## src/rtl/core/trigger_number_extender_unit_assert.svh

```systemverilog
// Assertion macros for the trigger number extender unit.
// Included by files that check their own logic; needs no package.
`ifndef TRIGGER_NUMBER_EXTENDER_UNIT_ASSERT_SVH
`define TRIGGER_NUMBER_EXTENDER_UNIT_ASSERT_SVH

// same-cycle implication
`define TNE_ASSERT_NOW(label, clk, rstn, pre, post) \
  label: assert property (@(posedge clk) disable iff (!rstn) (pre) |-> (post)) \
    else $error("trigger number extender check failed");

// next-cycle implication
`define TNE_ASSERT_NEXT(label, clk, rstn, pre, post) \
  label: assert property (@(posedge clk) disable iff (!rstn) (pre) |=> (post)) \
    else $error("trigger number extender check failed");

`endif

```

## src/rtl/core/tne_pkg.sv

```systemverilog
// Shared types and constants of the trigger number extender.
// No dependencies.
package tne_pkg;

  localparam int NUM_W     = 32;
  localparam int KIND_W    = 2;
  localparam int OVW_W     = 16;
  localparam int JW_W      = 16;
  localparam int SL_W      = 15;
  localparam int CFG_W     = 16;
  localparam int CFG_IDX_W = 1;
  localparam int BUF_CNT_W = 2;

  typedef enum logic [KIND_W-1:0] {
    KIND_SENT      = 2'd0,
    KIND_RECOVERED = 2'd1,
    KIND_DROPPED   = 2'd2
  } kind_e;

  typedef enum logic [CFG_IDX_W-1:0] {
    CFG_JUMP_WINDOW = 1'b0,
    CFG_SMALL_LIMIT = 1'b1
  } cfg_idx_e;

  typedef struct packed {
    logic valid;
    logic room;
    logic multi;
  } buf_status_t;

endpackage

```

## src/rtl/core/tne_in_if.sv

```systemverilog
// Input channel of the trigger number extender: frame tag and low counter.
// Depends on nothing.
interface tne_in_if #(
  parameter int TAG_BITS = 16,
  parameter int LOW_BITS = 15
);
  logic                valid;
  logic                ready;
  logic [TAG_BITS-1:0] frame_tag;
  logic [LOW_BITS-1:0] trigger_low;

  modport source (output valid, output frame_tag, output trigger_low, input ready);
  modport sink   (input valid, input frame_tag, input trigger_low, output ready);
endinterface

```

## src/rtl/core/tne_out_if.sv

```systemverilog
// Result channel of the trigger number extender.
// Depends on tne_pkg.
interface tne_out_if #(
  parameter int TAG_BITS = 16
);
  logic                         valid;
  logic                         ready;
  logic [tne_pkg::KIND_W-1:0]   kind;
  logic [TAG_BITS-1:0]          out_tag;
  logic [tne_pkg::NUM_W-1:0]    trigger_number;
  logic [tne_pkg::OVW_W-1:0]    overwrites;
  logic                         last;

  modport source (output valid, output kind, output out_tag, output trigger_number,
                  output overwrites, output last, input ready);
  modport sink   (input valid, input kind, input out_tag, input trigger_number,
                  input overwrites, input last, output ready);
endinterface

```

## src/rtl/core/trigger_number_extender_unit.sv

```systemverilog
// Trigger number extender: top level with input stage, decision logic and state.
// Depends on tne_pkg, tne_in_if, tne_out_if, tne_res_buf and the assertion header.
//
// Usage:
// - in_ch carries one frame per transfer: frame tag and low trigger counter.
// - out_ch carries results: kind, tag, 32-bit trigger number, overwrite count
//   and a last flag on the final result of each frame.
// - cfg_we_i/cfg_idx_i/cfg_data_i write jump_window (0) and small_limit (1);
//   write only while the block is idle.
// Timing:
// - One frame per cycle is accepted in steady state, while the result buffer has room.
// - A frame is decided once it sits in the input register and the buffer has room;
//   its first result is written to the result buffer and offered on out_ch from there.
// - A frame with a held predecessor yields two results; a broken frame yields none.
// - Throughput is set by the three-entry result buffer: the decision stage
//   runs only while the buffer holds at most one result.
// Reset clears the expectation (the next frame seeds it), drops any held
// frame, empties the result buffer and restores the register defaults.
// When out_ch stalls, the buffer fills, the decision stage waits and in_ch
// drops ready once its input register is occupied; nothing is lost.
`include "trigger_number_extender_unit_assert.svh"

module trigger_number_extender_unit #(
  parameter int LOW_BITS = 15,
  parameter int TAG_BITS = 16
) (
  input  logic                          clk_i,
  input  logic                          rst_ni,
  input  logic                          cfg_we_i,
  input  logic [tne_pkg::CFG_IDX_W-1:0] cfg_idx_i,
  input  logic [tne_pkg::CFG_W-1:0]     cfg_data_i,
  tne_in_if.sink                        in_ch,
  tne_out_if.source                     out_ch
);

  localparam int NumW = tne_pkg::NUM_W;
  localparam logic [NumW-1:0] BlockStep = NumW'(64'd1 << LOW_BITS);

  typedef struct packed {
    logic [tne_pkg::KIND_W-1:0] kind;
    logic [TAG_BITS-1:0]        tag;
    logic [NumW-1:0]            number;
    logic [tne_pkg::OVW_W-1:0]  ovw;
    logic                       last;
  } res_t;

  logic [tne_pkg::JW_W-1:0] jump_window_q;
  logic [tne_pkg::SL_W-1:0] small_limit_q;

  logic                in_vq;
  logic [TAG_BITS-1:0] in_tag_q;
  logic [LOW_BITS-1:0] in_low_q;

  logic [NumW-1:0]           exp_q, exp_d, last_q, last_d;
  logic                      wait_first_q;
  logic                      held_valid_q, held_valid_d;
  logic [TAG_BITS-1:0]       held_tag_q, held_tag_d;
  logic [LOW_BITS-1:0]       held_low_q, held_low_d;
  logic [tne_pkg::OVW_W-1:0] ovw_q, ovw_d;

  tne_pkg::buf_status_t          buf_st;
  logic [tne_pkg::BUF_CNT_W-1:0] push_cnt;
  res_t                          r0, r1, head;
  logic                          proc_go, pop;

  logic [NumW-1:0] exp0, exp1, g0, g1, diff0, diff1;
  logic            hv0, mismatch, small_low, fit0, fit1, brk;

  assign proc_go     = in_vq && buf_st.room;
  assign in_ch.ready = !in_vq || proc_go;
  assign pop         = out_ch.valid && out_ch.ready;

  always_ff @(posedge clk_i or negedge rst_ni) begin
    if (!rst_ni) begin
      jump_window_q <= tne_pkg::JW_W'(20);
      small_limit_q <= tne_pkg::SL_W'(8);
    end else if (cfg_we_i) begin
      unique case (tne_pkg::cfg_idx_e'(cfg_idx_i))
        tne_pkg::CFG_JUMP_WINDOW: jump_window_q <= cfg_data_i[tne_pkg::JW_W-1:0];
        tne_pkg::CFG_SMALL_LIMIT: small_limit_q <= cfg_data_i[tne_pkg::SL_W-1:0];
        default: ;
      endcase
    end
  end

  always_ff @(posedge clk_i or negedge rst_ni) begin
    if (!rst_ni) begin
      in_vq <= 1'b0;
    end else if (in_ch.valid && in_ch.ready) begin
      in_vq <= 1'b1;
    end else if (proc_go) begin
      in_vq <= 1'b0;
    end
  end

  always_ff @(posedge clk_i) begin
    if (in_ch.valid && in_ch.ready) begin
      in_tag_q <= in_ch.frame_tag;
      in_low_q <= in_ch.trigger_low;
    end
  end

  always_comb begin
    exp0      = wait_first_q ? NumW'(in_low_q) : exp_q;
    hv0       = wait_first_q ? 1'b0 : held_valid_q;
    mismatch  = (in_low_q != exp0[LOW_BITS-1:0]);
    small_low = (NumW'(in_low_q) <= NumW'(small_limit_q));
    g0        = {exp0[NumW-1:LOW_BITS], in_low_q};
    g1        = g0 + BlockStep;
    diff0     = g0 - exp0;
    diff1     = g1 - exp0;
    fit0      = (g0 > exp0) && (diff0 < NumW'(jump_window_q));
    fit1      = (g1 > exp0) && (diff1 < NumW'(jump_window_q));
    brk       = mismatch && (small_low || !(fit0 || fit1));
    exp1      = !mismatch ? exp0 : (fit0 ? g0 : g1);

    exp_d        = exp_q;
    last_d       = last_q;
    held_valid_d = held_valid_q;
    held_tag_d   = held_tag_q;
    held_low_d   = held_low_q;
    ovw_d        = ovw_q;
    if (brk) begin
      if (hv0 && (ovw_q != '1)) begin
        ovw_d = ovw_q + tne_pkg::OVW_W'(1);
      end
      held_valid_d = 1'b1;
      held_tag_d   = in_tag_q;
      held_low_d   = in_low_q;
      exp_d        = exp0 + NumW'(1);
    end else begin
      held_valid_d = 1'b0;
      last_d       = exp1;
      exp_d        = exp1 + NumW'(1);
    end

    r1.kind   = tne_pkg::KIND_SENT;
    r1.tag    = in_tag_q;
    r1.number = exp1;
    r1.ovw    = ovw_q;
    r1.last   = 1'b1;
    r0.tag    = held_tag_q;
    r0.ovw    = ovw_q;
    r0.last   = 1'b0;
    if (last_q + NumW'(2) == exp1) begin
      r0.kind   = tne_pkg::KIND_RECOVERED;
      r0.number = last_q + NumW'(1);
    end else begin
      r0.kind   = tne_pkg::KIND_DROPPED;
      r0.number = NumW'(held_low_q);
    end
    if (!hv0) begin
      r0 = r1;
    end

    if (!proc_go || brk) begin
      push_cnt = '0;
    end else if (hv0) begin
      push_cnt = tne_pkg::BUF_CNT_W'(2);
    end else begin
      push_cnt = tne_pkg::BUF_CNT_W'(1);
    end
  end

  always_ff @(posedge clk_i or negedge rst_ni) begin
    if (!rst_ni) begin
      exp_q        <= '0;
      last_q       <= '0;
      wait_first_q <= 1'b1;
      held_valid_q <= 1'b0;
      held_tag_q   <= '0;
      held_low_q   <= '0;
      ovw_q        <= '0;
    end else if (proc_go) begin
      exp_q        <= exp_d;
      last_q       <= last_d;
      wait_first_q <= 1'b0;
      held_valid_q <= held_valid_d;
      held_tag_q   <= held_tag_d;
      held_low_q   <= held_low_d;
      ovw_q        <= ovw_d;
    end
  end

  tne_res_buf #(
    .W($bits(res_t))
  ) u_res_buf (
    .clk_i     (clk_i),
    .rst_ni    (rst_ni),
    .push_cnt_i(push_cnt),
    .push0_i   (r0),
    .push1_i   (r1),
    .pop_i     (pop),
    .head_o    (head),
    .status_o  (buf_st)
  );

  assign out_ch.valid          = buf_st.valid;
  assign out_ch.kind           = head.kind;
  assign out_ch.out_tag        = head.tag;
  assign out_ch.trigger_number = head.number;
  assign out_ch.overwrites     = head.ovw;
  assign out_ch.last           = head.last;

  `TNE_ASSERT_NOW(a_held_not_waiting, clk_i, rst_ni, held_valid_q, !wait_first_q)
  `TNE_ASSERT_NEXT(a_seeded_after_go, clk_i, rst_ni, proc_go, !wait_first_q)
  `TNE_ASSERT_NOW(a_held_result_paired, clk_i, rst_ni,
                  out_ch.valid && (out_ch.kind != tne_pkg::KIND_SENT),
                  buf_st.multi && !out_ch.last)
  `TNE_ASSERT_NEXT(a_broken_is_held, clk_i, rst_ni, proc_go && brk, held_valid_q)

endmodule

```

## src/rtl/core/tne_res_buf.sv

```systemverilog
// Three-entry result buffer, up to two writes and one read per cycle.
// Depends on tne_pkg.
module tne_res_buf #(
  parameter int W = 8
) (
  input  logic                          clk_i,
  input  logic                          rst_ni,
  input  logic [tne_pkg::BUF_CNT_W-1:0] push_cnt_i,
  input  logic [W-1:0]                  push0_i,
  input  logic [W-1:0]                  push1_i,
  input  logic                          pop_i,
  output logic [W-1:0]                  head_o,
  output tne_pkg::buf_status_t          status_o
);

  localparam int Depth = 3;

  logic [W-1:0]                  res_q [Depth];
  logic [W-1:0]                  res_d [Depth];
  logic [tne_pkg::BUF_CNT_W-1:0] cnt_q, cnt_d, base;

  always_comb begin
    res_d = res_q;
    if (pop_i) begin
      res_d[0] = res_q[1];
      res_d[1] = res_q[2];
    end
    base = cnt_q - {{(tne_pkg::BUF_CNT_W-1){1'b0}}, pop_i};
    if (push_cnt_i != '0) begin
      res_d[base] = push0_i;
    end
    if (push_cnt_i == tne_pkg::BUF_CNT_W'(2)) begin
      res_d[base + tne_pkg::BUF_CNT_W'(1)] = push1_i;
    end
    cnt_d = base + push_cnt_i;
  end

  always_ff @(posedge clk_i or negedge rst_ni) begin
    if (!rst_ni) begin
      cnt_q <= '0;
    end else begin
      cnt_q <= cnt_d;
    end
  end

  always_ff @(posedge clk_i) begin
    res_q <= res_d;
  end

  assign head_o         = res_q[0];
  assign status_o.valid = (cnt_q != '0);
  assign status_o.room  = (cnt_q <= tne_pkg::BUF_CNT_W'(1));
  assign status_o.multi = (cnt_q >= tne_pkg::BUF_CNT_W'(2));

endmodule
```

## src/flat_wrapper.sv

```systemverilog
// flat-port wrapper written by rule: the top's interface ports become plain ports
module trigger_number_extender_unit_flat 
#(
  parameter int LOW_BITS = 15,
  parameter int TAG_BITS = 16
)
  (clk_i, rst_ni, cfg_we_i, cfg_idx_i, cfg_data_i, in_ch_valid, in_ch_frame_tag, in_ch_trigger_low, in_ch_ready, out_ch_valid, out_ch_kind, out_ch_out_tag, out_ch_trigger_number, out_ch_overwrites, out_ch_last, out_ch_ready);
  tne_in_if #(.TAG_BITS(TAG_BITS), .LOW_BITS(LOW_BITS)) in_ch_i ();
  tne_out_if #(.TAG_BITS(TAG_BITS)) out_ch_i ();
  input  logic clk_i;
  input  logic rst_ni;
  input  logic cfg_we_i;
  input  logic [tne_pkg::CFG_IDX_W-1:0] cfg_idx_i;
  input  logic [tne_pkg::CFG_W-1:0] cfg_data_i;
  input wire logic [$bits(in_ch_i.valid)-1:0] in_ch_valid;
  input wire logic [$bits(in_ch_i.frame_tag)-1:0] in_ch_frame_tag;
  input wire logic [$bits(in_ch_i.trigger_low)-1:0] in_ch_trigger_low;
  output wire logic [$bits(in_ch_i.ready)-1:0] in_ch_ready;
  output wire logic [$bits(out_ch_i.valid)-1:0] out_ch_valid;
  output wire logic [$bits(out_ch_i.kind)-1:0] out_ch_kind;
  output wire logic [$bits(out_ch_i.out_tag)-1:0] out_ch_out_tag;
  output wire logic [$bits(out_ch_i.trigger_number)-1:0] out_ch_trigger_number;
  output wire logic [$bits(out_ch_i.overwrites)-1:0] out_ch_overwrites;
  output wire logic [$bits(out_ch_i.last)-1:0] out_ch_last;
  input wire logic [$bits(out_ch_i.ready)-1:0] out_ch_ready;
  assign in_ch_i.valid = in_ch_valid;
  assign in_ch_i.frame_tag = in_ch_frame_tag;
  assign in_ch_i.trigger_low = in_ch_trigger_low;
  assign in_ch_ready = in_ch_i.ready;
  assign out_ch_valid = out_ch_i.valid;
  assign out_ch_kind = out_ch_i.kind;
  assign out_ch_out_tag = out_ch_i.out_tag;
  assign out_ch_trigger_number = out_ch_i.trigger_number;
  assign out_ch_overwrites = out_ch_i.overwrites;
  assign out_ch_last = out_ch_i.last;
  assign out_ch_i.ready = out_ch_ready;
  trigger_number_extender_unit #(.LOW_BITS(LOW_BITS), .TAG_BITS(TAG_BITS)) u_core (.clk_i(clk_i), .rst_ni(rst_ni), .cfg_we_i(cfg_we_i), .cfg_idx_i(cfg_idx_i), .cfg_data_i(cfg_data_i), .in_ch(in_ch_i), .out_ch(out_ch_i));
endmodule
```

## config.mk

```make
export PLATFORM = sky130hd
export DESIGN_NAME = trigger_number_extender_unit_flat
export DESIGN_NICKNAME = d
export VERILOG_FILES = /design/src/rtl/core/tne_pkg.sv /design/src/rtl/core/tne_in_if.sv /design/src/rtl/core/tne_out_if.sv /design/src/rtl/core/trigger_number_extender_unit.sv /design/src/rtl/core/tne_res_buf.sv /design/src/flat_wrapper.sv
export VERILOG_INCLUDE_DIRS = /design/src /design/src/rtl/core
export SDC_FILE = /design/constraint.sdc
export NUM_CORES = 1
export LEC_CHECK = 0
export ABC_AREA = 1
export BUFFER_PORTS_ARGS = -buffer_cell sky130_fd_sc_hd__clkbuf_2
export CORE_MARGIN = 2
export CORE_UTILIZATION = 40
export CTS_CLUSTER_SIZE = 25
export DETAILED_ROUTE_END_ITERATION = 10
export PLACE_DENSITY_LB_ADDON = 0.1
export RECOVER_POWER = 50
export SLEW_MARGIN = 20
export SYNTH_ARGS = -nofsm -noshare
export SYNTH_HDL_FRONTEND = slang
export SYNTH_SLANG_ARGS = --single-unit
```

## constraint.sdc

```tcl
create_clock -name clk_i -period 5.5 [get_ports clk_i]
set_input_delay 0 -clock clk_i [delete_from_list [all_inputs] [get_ports clk_i]]
set_output_delay 0 -clock clk_i [all_outputs]
set_load 0.01 [all_outputs]
```

Yosys cells after proc, flatten, opt, wreduce, memory -nomap -nowiden

Cells that the tools add are included.

Register bits after elaboration: 379
Output and inout bits: 69
Input bits: 53

Muxes and demuxes: 22
Order comparisons: 10
Reductions and logical operators: 24
Bitwise operators: 4
Eq/ne operators: 4
Add/subtract/negate cells: 11

Operator list:

| kind                                                     | count |
|---|---|
| bitwise mux 201 bit                                      | 2 |
| 2-to-1 mux 201 bit                                       | 2 |
| demux 67 bit (select 2 bit)                              | 2 |
| 2-to-1 mux 67 bit                                        | 3 |
| 2-to-1 mux 32 bit                                        | 5 |
| 2-to-1 mux 134 bit                                       | 1 |
| adder 32 x 1 -> 32 bit, second input constant            | 3 |
| greater-than comparator 32 bit                           | 2 |
| < comparator 32 x 16 -> 1 bit                            | 2 |
| subtractor 32 bit                                        | 2 |
| adder 32 x 16 -> 32 bit, second input constant           | 1 |
| adder 32 x 2 -> 32 bit, second input constant            | 1 |
| equality test 32 bit                                     | 1 |
| adder 16 x 1 -> 16 bit, second input constant            | 1 |
| inequality test 16 bit, second input constant            | 1 |
| less-or-equal comparator 15 bit                          | 1 |
| inequality test 15 bit                                   | 1 |
| logical AND 1 bit                                        | 9 |
| AND reduction 2 bit                                      | 4 |
| greater-or-equal comparator 3 bit, second input constant | 2 |
| < comparator 3 x 1 -> 1 bit, second input constant       | 2 |
| 2-to-1 mux 2 bit                                         | 3 |
| inverter 2 -> 3 bit                                      | 2 |
| nonzero test 2 bit                                       | 3 |
| other kinds (10)                                         | 19 |

Longest topological paths before layout

Depth in word-level cells: 15
Gate-level depth with buffers: 43

Modules after synthesis

From an unflattened synthesis, not the netlist that was laid out.

Cells, all modules: 4084
Area, all modules: 25981.2 um^2

By module, submodules not included:

| module                       | times used | area an instance (um^2) | cells an instance |
|---|---|---|---|
| trigger_number_extender_unit | 1          | 14214.9                 | 2154 |
| tne_res_buf                  | 1          | 11766.3                 | 1930 |

Least setup slack after synthesis

Ideal clock, no wire load.

Path type: register -> register
Start point: register u_core.wait_first_q
End point: register u_core.exp_q[30]
Setup time: 0.117 ns
Path buffers: 3
Stages on the path, launching flop included: 36
Slack: -0.291 ns
Data arrival time: 5.673 ns
Cell sequence: dfstp_2 > buf_2 > buf_2 > nand2_1 > o21ai_0 > inv_1 > ha_1 > fa_1 > o21ai_1 > a21oi_1 > o21ai_1 > a21oi_1 > o21ai_0 > fa_1 > ha_1 > nand4_1 > a21oi_1 > nor2_1 > nand2_1 > nor2_1 > a21oi_1 > nand2_2 > nand2_4 > buf_2 > nand2_1 > o21ai_2 > ha_1 > nand2_1 > nor2_1 > nand2_1 > nor2_1 > nand2_1 > nand2_1 > nand2_1 > nand2_1 > nand2_1

Word-level cells in the longest chain between the ends: 10

RTL lines:

| item                          | line                                | text |
|---|---|---|
| from (decl)                   | trigger_number_extender_unit.sv:55  | `logic wait_first_q;` |
| from (signal assigned)        | trigger_number_extender_unit.sv:169 | `wait_first_q <= 1'b1;` |
| from (signal assigned)        | trigger_number_extender_unit.sv:177 | `wait_first_q <= 1'b0;` |
| 2-to-1 mux 32 bit *           | trigger_number_extender_unit.sv:104 | `exp0 = wait_first_q ? NumW'(in_low_q) : exp_q;` |
| adder 32 x 16 -> 32 bit       | trigger_number_extender_unit.sv:109 | `g1 = g0 + BlockStep;` |
| subtractor 32 bit             | trigger_number_extender_unit.sv:111 | `diff1 = g1 - exp0;` |
| < comparator 32 x 16 -> 1 bit | trigger_number_extender_unit.sv:113 | `fit1 = (g1 > exp0) && (diff1 < NumW'(jump_window_q));` |
| logical AND 1 bit             | trigger_number_extender_unit.sv:113 |  |
| logical OR 1 bit              | trigger_number_extender_unit.sv:114 | `brk = mismatch && (small_low \|\| !(fit0 \|\| fit1));` |
| logical NOT 1 bit             | trigger_number_extender_unit.sv:114 |  |
| logical OR 1 bit              | trigger_number_extender_unit.sv:114 |  |
| logical AND 1 bit             | trigger_number_extender_unit.sv:114 |  |
| 2-to-1 mux 32 bit *           | trigger_number_extender_unit.sv:123 | `if (brk) begin` |
| to (signal assigned)          | trigger_number_extender_unit.sv:175 | `exp_q <= exp_d;` |
| to (decl)                     | trigger_number_extender_unit.sv:54  | `logic [NumW-1:0] exp_q, exp_d, last_q, last_d;` |

Every way passes the cells marked *; elsewhere a longest branch is shown, timed or not.
A chain may end at the register's enable or synchronous reset.

==> flow_metrics.py <==
metrics = {
    "logic_synthesis": {
        "syn-num-nets": 3678,
        "synthTopCellsByArea": "nand2_1, dfxtp_1, dfrtp_1",
        "yosysTopAreaCellShare": 0.174,
        "synth_edf_count": 31,
        "ys_types": 50,
        "ys_seq_area_frac": 0.360,
        "syn-instance-count": 3555,
        "syn_area_um2": 24000,
        "synthArstFlopShare": 0.388,
        "yosys_warnings": 0,
        "synth_seq_cells": 379,
        "synthFlopType": "dfxtp_1",
        "synth.avg_cell_area_um2": 6.76,
        "synth_area_leader_cell": "nand2_1",
    },
    "sta": {
        "tightest_slew_ns": 4.32,
        "rsz0062_at_grt": "true",
        "relSlewSlack": -1.88,
        "hold_violations": 0,
        "layout_setup_ws_ns": -0.0322,
        "timing.final.crit_period_ns": 5.53,
        "fin_crit_sh": 1.01,
        "drv_slew": 67,
        "setup_viol": 11,
        "clock_skew_ns": 0.0396,
        "fmax_mhz": 181,
    },
    "clock_tree": {
        "clock_path_buffers": 3,
        "clk_latency_ns": 0.62,
        "cts_tree": "done",
        "cts.clk_slew.worst_paths_ns": 0.06,
        "cts.sinks": 379,
        "cts-root-buf": "clkbuf_16",
        "htreeDepth": 2,
        "cts_buffers": 46,
    },
    "drt": {
        "vias": 25233,
        "ant_nets": 0,
        "wirelength_um": 88700,
        "vias_per_cell": 5.28,
        "first_iter_violations": 2057,
        "post-route-drc-count": 0,
        "wl_per_cell_um": 18.6,
        "firstDrtPassIters": 6,
    },
    "global_routing": {
        "grt_pass1_wl_um": 136000,
        "grt_pass1_vias": 24197,
        "gr-total-overflow": 0,
        "antenna_found_initial": 2,
        "grt_max_degree": 108,
        "grt_usage": 0.274,
    },
    "pwr": {
        "p_per_area_nw_per_um2": 497,
        "leakage_uw": 0.0151,
        "seqPwrFrac": 0.274,
        "switching_share": 0.431,
        "pwr-share-comb": 0.524,
        "clockPowerShare": 0.202,
        "p_int_uw": 8990,
        "p_sw_uw": 6810,
        "ir_drop_uv": 314,
        "power_uw": 15800,
    },
    "worst_setup_path": {
        "path_max_fanout": 47,
        "required_ns": 6.04,
        "worst_path_largest_cell_delay_ns": 0.59,
        "worstSetupPathType": "reg2reg",
        "critPathMostFrequentCell": "nand2_8",
        "ff2ff_path_depth": 35,
        "slowest_stage": "dfstp_2",
        "cp-start-kind": "register",
        "end_kind": "register",
        "crit_arrival_ns": 6.07,
        "r2r_setup_slack_ns": -0.03,
    },
    "floorplan": {
        "die_width_um": 249,
        "io_pins": 122,
        "die_h_um": 249,
        "die-area_um2": 62000,
        "start_util": 0.406,
        "core_um2": 59200,
        "num_rows": 89,
    },
    "final_layout": {
        "seq_area_um2": 8640,
        "multiInputGateArea_um2": 14100,
        "fillers": 5859,
        "final_nets": 4089,
        "final_cells": 4778,
        "drive_above_1_share": 0.214,
        "synthToLayoutAreaGrowth_pct": 32.4,
    },
    "placement": {
        "place_congestion": 0.921,
        "dp_hpwl_um": 62100,
        "dp_cells": 4544,
        "io_buffers": 121,
    },
    "job": {
        "maxCapViolations": 1,
    },
    "run_status": {
        "outcome": "finished, violations left",
        "violations": "capacitance limit, slew limit, setup timing",
    },
    "min_path": {
        "hold_class": "in2reg",
        "holdPathStages": 2,
    },
}
cell usage in the layout (no fill, tap or decap), types with 9 or more instances in the layout:
cell type      netlist  final
clkbuf_16            0     54
clkbuf_1           102     74
nand2_8              0      9
nor2_2              13     37
mux2i_1             30     30
buf_4               71    346
nand2_2              8     69
o21ai_0            236    222
o21ai_1             39     41
dlygate4sd3_1        0     52
ha_1                68     65
clkbuf_2             0     56
nand2_1           1111    984
o21ai_2              2     11
nor3_1              18     17
dfxtp_1            201    201
buf_12               0     26
nand3_2              2     21
a21oi_1             50     40
clkinv_1             8     10
xor2_1              90     88
inv_2               13     12
a31oi_1             66     65
edfxtp_1            31     31
nor2_1             263    201
dfrtp_1            143    143
nand4_1             67     67
o211ai_1            61     61
inv_1              392    386
nand3_1            265    241
xnor2_1             17     16
clkinv_2             0     11
buf_6                2     26
o22ai_1             78     77
nand2_4              3     63
nor2_4               2     40
final timing paths:
check	end	from
max	u_core.u_res_buf.res_q[96]	u_core.wait_first_q
min	u_core.in_tag_q[7]	in_ch_frame_tag[7]
max reg2reg	u_core.u_res_buf.res_q[96]	u_core.wait_first_q
min reg2reg	u_core.u_res_buf.res_q[12]	u_core.u_res_buf.res_q[12]
max in group asynchronous	u_core.last_q[18]	rst_ni
min in group asynchronous	u_core.small_limit_q[13]	rst_ni
state kept, by name, summed over array words and instances, names as in the netlist, 2 cells and up:
signal and count:
u_core.jump_window_q 16, u_core.u_res_buf.head_o 67, u_core.u_res_buf.res_q 134, u_core.last_q 32, u_core.in_tag_q 16, u_core.in_low_q 15
u_core.exp_q 32, u_core.small_limit_q 15, u_core.held_low_q 15, u_core.ovw_q 16, u_core.held_tag_q 16, u_core.u_res_buf.cnt_q 2
synthesized netlist by cell type, types with 13 or more instances:
cell	instances
a21oi_1	50
a31oi_1	66
buf_1	18
buf_2	37
buf_4	71
clkbuf_1	102
dfrtp_1	143
dfxtp_1	201
edfxtp_1	31
ha_1	68
inv_1	392
inv_2	13
mux2i_1	30
nand2_1	1111
nand3_1	265
nand4_1	67
nor2_1	263
nor2_2	13
nor3_1	18
o211ai_1	61
o21ai_0	236
o21ai_1	39
o22ai_1	78
xnor2_1	17
xor2_1	90
what timing repair did:
action	CTS	global route
setup endpoints to repair	280	314
endpoints found under the hold margin	132	0
buffers inserted	48	29
hold buffers	52	0
cloned	8	10
pin swaps	33	111
resized for setup	132	296
power by group through the flow:
stage	combinational [uW]	sequential, uW	clock (uW)
final	8280	4320	3200
after global routing	9090	4420	3370
after CTS	7410	4320	3270
after detailed placement	6730	4360	0
after global placement	6650	4340	0
after floorplan	4510	4110	0
metal layers:
layer	track usage	wire length [um]
met4	0.0831	2670
met1	0.372	39800
met5	0	0
met3	0.0307	4940
met2	0.457	41300
cell type report:
class,count,share of cell area
Clock buffer,63,0.0407
Sequential cell,379,0.272
Timing Repair Buffer,590,0.154
Tap cell,773,0.0304
Inverter,413,0.0495
Clock inverter,23,0.00936
Multi-Input combinational cell,2536,0.444
Antenna cell,1,0.0000787
worst max-delay path: cells and delay by family, from the launching register on:
family | cells | cell delay [ns]
buffers and inverters | 5 | 0.62
adders and majority gates | 4 | 1.26
and+or+nand+nor | 18 | 1.84
DFF | 1 | 0.59
AOI/OAI and AO/OA | 8 | 1.10
cell families after synthesis:
kind of cell / after synthesis / share of synthesized area
flip-flops: 379 / 0.360
AND/OR/NAND/NOR: 1780 / 0.308
multiplexers: 30 / 0.0125
AO/OA/AOI/OAI: 546 / 0.129
buffers and inverters: 643 / 0.114
XOR/XNOR: 107 / 0.0390
adder cells (fa/ha/maj): 70 / 0.0371
through the flow:
step	setup TNS [ns]	worst slack, ns	hold WS (ns)	area, um^2	utilization
6_report	-0.139	-0.0322	0.112	31800	0.537
5_1_grt	-75.57	-0.387	0.104	31800	0.537
3_5_place_dp	-66.42	-0.425	0.0694	27200	0.459
4_1_cts	-0.0157	-0.00447	0.0842	30300	0.512
3_3_place_gp	-46.00	-0.391	0.0559	27200	0.459
2_1_floorplan	0	0.0316	-0.296	24100	-
(Power assumes the default switching activity.)
